## src/rtl/core/vt44_pkg.sv

```systemverilog
package vt44_pkg;

  localparam int FRAC_BITS  = 16;
  localparam int WORD_WIDTH = 32;
  localparam int VEC_W      = 32;
  localparam int NUM_LANES  = 4;
  localparam int NUM_ELEMS  = NUM_LANES * NUM_LANES;
  localparam int IDX_W      = $clog2(NUM_ELEMS);
  localparam int CMD_W      = 2;
  localparam int PROD_W     = WORD_WIDTH + VEC_W;
  localparam int PAIR_W     = PROD_W + 1;
  localparam int ACC_W      = PROD_W + 2;

  typedef logic signed [WORD_WIDTH-1:0] word_t;
  typedef logic signed [VEC_W-1:0]      vec_t;
  typedef logic signed [PROD_W-1:0]     prod_t;
  typedef logic signed [PAIR_W-1:0]     pair_t;
  typedef logic signed [ACC_W-1:0]      acc_t;

  typedef enum logic [CMD_W-1:0] {
    CMD_LOAD,
    CMD_IDENTITY,
    CMD_TRANSLATE,
    CMD_TRANSFORM
  } cmd_e;

  typedef struct packed {
    logic s1_load;
    logic s2_load;
  } pipe_ctrl_t;

  // Clamps a wide signed value to the signed range of one matrix element.
  function automatic word_t sat_word(input acc_t v);
    acc_t maxv;
    acc_t minv;
    maxv = acc_t'({1'b0, {(WORD_WIDTH - 1){1'b1}}});
    minv = ~maxv;
    if (v > maxv) begin
      return word_t'(maxv);
    end else if (v < minv) begin
      return word_t'(minv);
    end
    return word_t'(v);
  endfunction

  localparam word_t ONE_Q = sat_word(acc_t'(1) << FRAC_BITS);

endpackage

```

## src/rtl/core/vt44_matrix.sv

```systemverilog
module vt44_matrix (
  input  logic                       clk_i,
  input  logic                       rst_ni,
  input  logic                       upd_i,
  input  vt44_pkg::cmd_e             cmd_i,
  input  logic [vt44_pkg::IDX_W-1:0] idx_i,
  input  vt44_pkg::vec_t             vx_i,
  input  vt44_pkg::vec_t             vy_i,
  input  vt44_pkg::vec_t             vz_i,
  output vt44_pkg::word_t            mat_o [vt44_pkg::NUM_ELEMS]
);
  import vt44_pkg::*;

  word_t mat_q [NUM_ELEMS];
  word_t mat_d [NUM_ELEMS];
  vec_t  tv    [NUM_LANES-1];

  always_comb begin
    tv[0] = vx_i;
    tv[1] = vy_i;
    tv[2] = vz_i;
    mat_d = mat_q;
    if (upd_i) begin
      unique case (cmd_i)
        CMD_LOAD: begin
          mat_d[idx_i] = sat_word(acc_t'(vx_i));
        end
        CMD_IDENTITY: begin
          for (int r = 0; r < NUM_LANES; r++) begin
            mat_d[r * NUM_LANES + r] = ONE_Q;
          end
        end
        CMD_TRANSLATE: begin
          // The last column of the first three rows holds the offset.
          for (int r = 0; r < NUM_LANES - 1; r++) begin
            mat_d[r * NUM_LANES + NUM_LANES - 1] =
                sat_word(acc_t'(mat_q[r * NUM_LANES + NUM_LANES - 1]) + acc_t'(tv[r]));
          end
        end
        CMD_TRANSFORM: begin
        end
        default: begin
        end
      endcase
    end
  end

  always_ff @(posedge clk_i or negedge rst_ni) begin
    if (!rst_ni) begin
      for (int i = 0; i < NUM_ELEMS; i++) begin
        mat_q[i] <= '0;
      end
    end else begin
      mat_q <= mat_d;
    end
  end

  assign mat_o = mat_q;

endmodule

```

## config.mk

```make
export PLATFORM = sky130hd
export DESIGN_NAME = vt44_matrix
export DESIGN_NICKNAME = d
export VERILOG_FILES = /design/src/rtl/core/vt44_pkg.sv /design/src/rtl/core/vt44_matrix.sv
export SDC_FILE = /design/constraint.sdc
export NUM_CORES = 1
export LEC_CHECK = 0
export BUFFER_PORTS_ARGS = -buffer_cell sky130_fd_sc_hd__buf_4
export CAP_MARGIN = 10
export CORE_ASPECT_RATIO = 1.2
export CORE_MARGIN = 10
export CORE_UTILIZATION = 32
export DETAILED_ROUTE_END_ITERATION = 10
export PLACE_DENSITY_LB_ADDON = 0.3
export RECOVER_POWER = 25
export REMOVE_ABC_BUFFERS = 1
export SYNTH_ARGS = -nofsm -noshare
export SYNTH_HDL_FRONTEND = slang
export SYNTH_SLANG_ARGS = --single-unit
```

## constraint.sdc

```tcl
create_clock -name clk_i -period 3.3 [get_ports clk_i]
set_input_delay 0.33 -clock clk_i [delete_from_list [all_inputs] [get_ports clk_i]]
set_output_delay 0.33 -clock clk_i [all_outputs]
set_load 0.03 [all_outputs]
```

### Word level (Yosys, flattened, before mapping)

Cells that the tools add are included.

| word-level totals | value |
|---|---|
| input port bits | 105 |
| memory bits (read-only) | 0 |
| output and inout bits | 512 |
| logic and storage cells | 79 |
| memories | 0 |
| bits in latches | 0 |
| bits in registers | 512 |
| bits in writable memories | 0 |

| operators by class | value |
|---|---|
| multiply operators | 0 |
| divide/modulo/power cells | 0 |
| magnitude comparators | 10 |
| bitwise gates (word level) | 1 |
| reduce and logical (&&, ||, !) cells | 7 |
| equality and inequality tests | 2 |
| mux-type cells | 40 |
| add/sub/neg operators | 3 |
| shift-type cells | 0 |

Operators by type and width:

| operator | number |
|---|---|
| $bwmux W512 | 1 |
| $mux W32 | 15 |
| $pmux W32 S2 | 7 |
| $demux W32 S4 | 1 |
| $add A32 B32 Y33 | 3 |
| $gt A33 B32 Y1 const B | 3 |
| $lt A33 B32 Y1 const B | 3 |
| $gt A32 B32 Y1 const B | 1 |
| $lt A32 B32 Y1 const B | 1 |
| $mux W1 | 16 |
| $reduce_and A2 Y1 | 3 |
| $ge A5 B5 Y1 const B | 1 |
| $lt A5 B1 Y1 const B | 1 |
| $not A4 Y5 | 1 |
| $reduce_bool A2 Y1 | 2 |
| $eq A2 B1 Y1 const B | 1 |
| $eq A2 B2 Y1 const B | 1 |
| $logic_not A2 Y1 | 1 |
| $logic_and A1 B1 Y1 | 1 |

### Logic depth before layout (Yosys ltp)

| logic depth | value |
|---|---|
| depth in word-level cells | 10 |
| depth in mapped cells | 13 |
| depth with buffers taken out | 12 |

### Worst setup path before layout

Ideal clock, no wire load.

| path | value |
|---|---|
| path kind | register to register |
| start | reg mat_q, in the netlist mat_o[128] |
| end | reg mat_q, in the netlist mat_o[138] |
| clock period less this slack | 3104 ps |
| required time | 3163 ps |
| data arrival time | 2967 ps |
| cell stages (with the launch flop) | 14 |
| library setup time | 137 ps |
| slack | 196 ps |
| buffers on the path | 1 |
| path through | dfrtp_1 ha_1 fa_1 a211oi_1 o21ai_0 nand4_1 nand3_1 nand4_1 nand2_1 o211ai_1 o31ai_1 a21boi_2 clkbuf_1 a21oi_1 |

| between the ends | value |
|---|---|
| word-level cells in the longest chain between the ends | 8 |
| elaborated cells between the ends (all ways) | 10 |
| those cells by class | 1 x add/sub; 2 x order compare; 7 x mux |

RTL lines:

| element | line | text |
|---|---|---|
| from (decl) | vt44_matrix.sv:14 | `word_t mat_q [NUM_ELEMS];` |
| from (signal assigned) | vt44_matrix.sv:54 | `mat_q <= mat_d;` |
| $add A32 B32 Y33 (*) | vt44_matrix.sv:37 | `sat_word(acc_t'(mat_q[r * NUM_LANES + NUM_LANES - 1]) + acc_t'(tv[r]));` |
| $lt A33 B32 Y1 | vt44_pkg.sv:40 | `end else if (v < minv) begin` |
| $mux W1 | vt44_pkg.sv:40 |  |
| $mux W1 | vt44_pkg.sv:38 | `if (v > maxv) begin` |
| $mux W1 | vt44_matrix.sv:24 | `unique case (cmd_i)` |
| $mux W1 | vt44_matrix.sv:23 | `if (upd_i) begin` |
| $mux W32 (*) | vt44_pkg.sv:43 | `return word_t'(v);` |
| $pmux W32 S2 (*) | vt44_matrix.sv:24 |  |

Mark *: on every way between the ends. The rest lies on a longest branch, timed or not. The select of a mux whose other input is x is not followed.
A chain may end at the register's enable or synchronous reset.

### Worst setup path after layout

| path | value |
|---|---|
| start | reg mat_q, in the netlist mat_o[385] |
| end | reg mat_q, in the netlist mat_o[384] |

Same word-level chain as after synthesis.

==> metrics <==
number of buffers between clock root and the deepest sink 3; number of setup violations in the final report 0; run status complete, but fails checks; mean cell area of the mapped netlist 11.72 um2; CTS root buf clkbuf_16; Rel. slew slack -55.08%; number of fill cells in the layout 7226; aggregate global routing overflow 0; most utilized layer in the global route result met2; routed wire length per instance 29.40 um; CTS tree done; die width 272.9 um; final hold vios 0; max FFs per register 512; biggest fanout along the worst timing path 18; final RePlAce weighted congestion 0.9082; vias post-DR 20910; number of nets in the finished design 2965; count of synthesis-stage warnings from yosys 0; total iterations of the first detailed-routing run 5; initial antenna violation count 7; capturing element type of the critical path flip-flop; vertical die dimension 323.5 um; worst hold path type input port to flip-flop; total detailed-routing wirelength 112.4 mm; clock buffer count from CTS 56; number of enable flip-flop cells after synthesis 0; largest net degree at the start of global routing 79; wire length of the first global-routing pass 158.6 mm; Tmin final 3160 ps; share of synthesized flip-flops with an asynchronous set or reset 100.0%; H-Tree Level Count 2; num ports 617; final core area utilization 43.55%; data required time at the worst endpoint 3830 ps; worst IR drop on VDD 0.4606 mV; violated checks capacitance limit, slew limit; clock tree skew after final layout 41.43 ps; clock network latency to the later pin of the worst-skew pair 640 ps; total leakage power 16.17 nW; type of origin of the critical path flip-flop; remaining number of nets flagged by the antenna check after routing 0; crit path DAT 3690 ps; via-per-instance ratio 5.467; final critical-path share of the clock period 95.75%; Num Clock Sinks 512; gate count after technology mapping 2095; path type of the worst setup path flip-flop to flip-flop; main flop type after synthesis dfrtp_1; drt initial violations 1514; PD cells 683.6 nW/um2; number of distinct library cell variants in the gate-level netlist after synthesis 65; detailed placement HPWL 81.69 mm; met3 Use GR 6.284%; met2 demand-to-capacity share in global routing 42.33%; P&R area growth vs syn 35.18%; Global Route met1 Usage 29.31%; final cell count without fillers 3824; Std-Cell Core Area 76250 um2; Die Area 88290 um2; Post-CTS Repair Setup Buffers 0; sequential area share after synthesis 52.16%; # placed instances 3719; Highest Clock Rate 316.5 MHz; #FFs+latches synth 512; Initial Util 32.22%; max-slew violations 106; count of port buffers added during placement 616; Mapped Area 24560 um2; DRC errors left 0; max-capacitance violation count 2; ratio of cells with drive above 1 in the final layout 42.28%; clock slew seen by the registers of the worst setup and hold paths 60 ps; global-route usage over all layers 24.60%; via count of the first global-routing pass 21820; transition time at the pin with the least slew margin 2326 ps; # rows 111
-- layout by cell type, fill, tap and decap left out, types with 50 or more instances in the layout --
cell type  count
clkbuf_16     56
buf_4        712
a21oi_1      153
ha_1          96
o21ai_0       55
xnor2_1       50
nand2_1       71
a22o_1       123
nor2_1       152
mux2_2       288
dfrtp_1      511
-- worst max-delay path, cell delays in order, from the launching register on --
cell	delay (ps)
dfrtp_1	430
ha_1	330
a211oi_2	250
o21bai_1	130
a31o_2	290
a31oi_4	210
o211ai_2	120
and3_1	220
o21a_1	250
a221oi_4	330
buf_12	200
o21ai_1	80
a31oi_1	210
-- final timing paths --
path / slack (ps) / to / start / depth (start not counted)
setup / recovery: 140 / mat_o[384] / mat_o[385] / 12
setup reg to reg: 140 / mat_o[384] / mat_o[385] / 12
hold reg to reg: 500 / mat_o[5] / mat_o[5] / 1
max in group asynchronous: 440 / mat_o[443] / rst_ni / 3
hold / removal: 90 / mat_o[351] / cmd_i[0] / 2
min in group asynchronous: 890 / mat_o[11] / rst_ni / 2
-- kinds of logic (layout without fill, tap and decap cells) --
kind of cell	count (synthesis)	in the layout	synth area share [%]
fa+ha+maj	100	100	5.175
xor+xnor	82	82	2.924
other cells	0	4	0
compound gates	607	607	17.48
mux	291	291	13.33
simple gates	358	358	6.627
flops	512	512	52.16
buf+inv	145	853	2.307
-- synthesized netlist by cell type, types with 3 or more instances --
library cell / n / area [um2]
and3_1: 16 / 100.1
o211ai_1: 5 / 37.54
a21oi_2: 20 / 175.2
buf_2: 6 / 30.03
nand3_1: 17 / 85.08
nand3b_1: 3 / 22.52
or2_2: 4 / 25.02
a21o_1: 40 / 300.3
o21ai_1: 9 / 45.04
a221oi_1: 3 / 26.28
inv_1: 12 / 45.04
nand2_1: 77 / 289.0
a21oi_1: 155 / 775.7
and2_1: 4 / 25.02
o2111ai_1: 3 / 26.28
fa_1: 3 / 60.06
buf_1: 19 / 71.32
nor4_1: 9 / 56.30
nand4_1: 15 / 93.84
o21ai_0: 60 / 300.3
nor2b_1: 10 / 62.56
nand2b_1: 16 / 100.1
a211oi_1: 9 / 67.56
nor3_1: 24 / 120.1
ha_1: 96 / 1201
dfrtp_1: 512 / 12810
xnor2_1: 50 / 437.9
a311o_1: 3 / 30.03
a32oi_1: 43 / 376.6
clkbuf_1: 106 / 397.9
a22o_1: 123 / 1077
a22oi_1: 38 / 285.3
a211o_1: 4 / 35.03
o21a_1: 18 / 135.1
xor2_1: 32 / 280.3
o22a_1: 5 / 43.79
nor2_1: 154 / 578.1
a31oi_1: 30 / 187.7
mux2i_1: 3 / 30.03
mux2_2: 288 / 3243
o21bai_1: 16 / 120.1
o31ai_1: 5 / 37.54
-- per-stage QoR --
stage	power (W)	cell area [um2]	hold WS [ps]	setup WS [ps]	setup TNS (ps)
6_report	0.02270	33200	92.15	140.4	0
5_1_grt	0.02377	33200	111.1	-21.39	-40.17
3_3_place_gp	0.01596	31180	383.1	52.88	0
4_1_cts	0.02279	33130	58.42	29.14	0
3_5_place_dp	0.01608	31180	385.0	-115.7	-2109
2_1_floorplan	0.01270	24040	34.41	-1228	-103450
-- where the power goes --
part	total (W)	switching (W)	internal, W	leakage (nW)
Sequential	0.00779	0.000689	0.00710	6.70
Clock	0.00664	0.00278	0.00386	0.932
Combinational	0.00827	0.00505	0.00322	8.54
-- repair_timing --
action                                  CTS  global route
endpoints found under the setup margin   22            66
pin swaps                                 0             5
gates resized for setup                   2            28
gates cloned                              0             0
hold endpoints to repair                 66             0
hold buffers                              1             0
-- area by class of cell --
type                            instances  area [um2]  area share (%)
Sequential cell                       512       12810           38.59
Clock inverter                         28       437.9           1.319
Tap cell                             1017        1272           3.832
Antenna cell                            4       10.01         0.03015
Clock buffer                           72        1491           4.492
Multi-Input combinational cell       1438       11430           34.43
Inverter                               12       45.04          0.1357
Timing Repair Buffer                  741        5700           17.17
-- routing by layer --
| layer | wire length (um) | up-vias |
|---|---|---|
| met1 | 44190 | 10800 |
| met5 | 31 | - |
| li1 | - | 9090 |
| met2 | 55640 | 849 |
| met3 | 8498 | 168 |
| met4 | 4078 | 4 |
(Power assumes the default switching activity.)
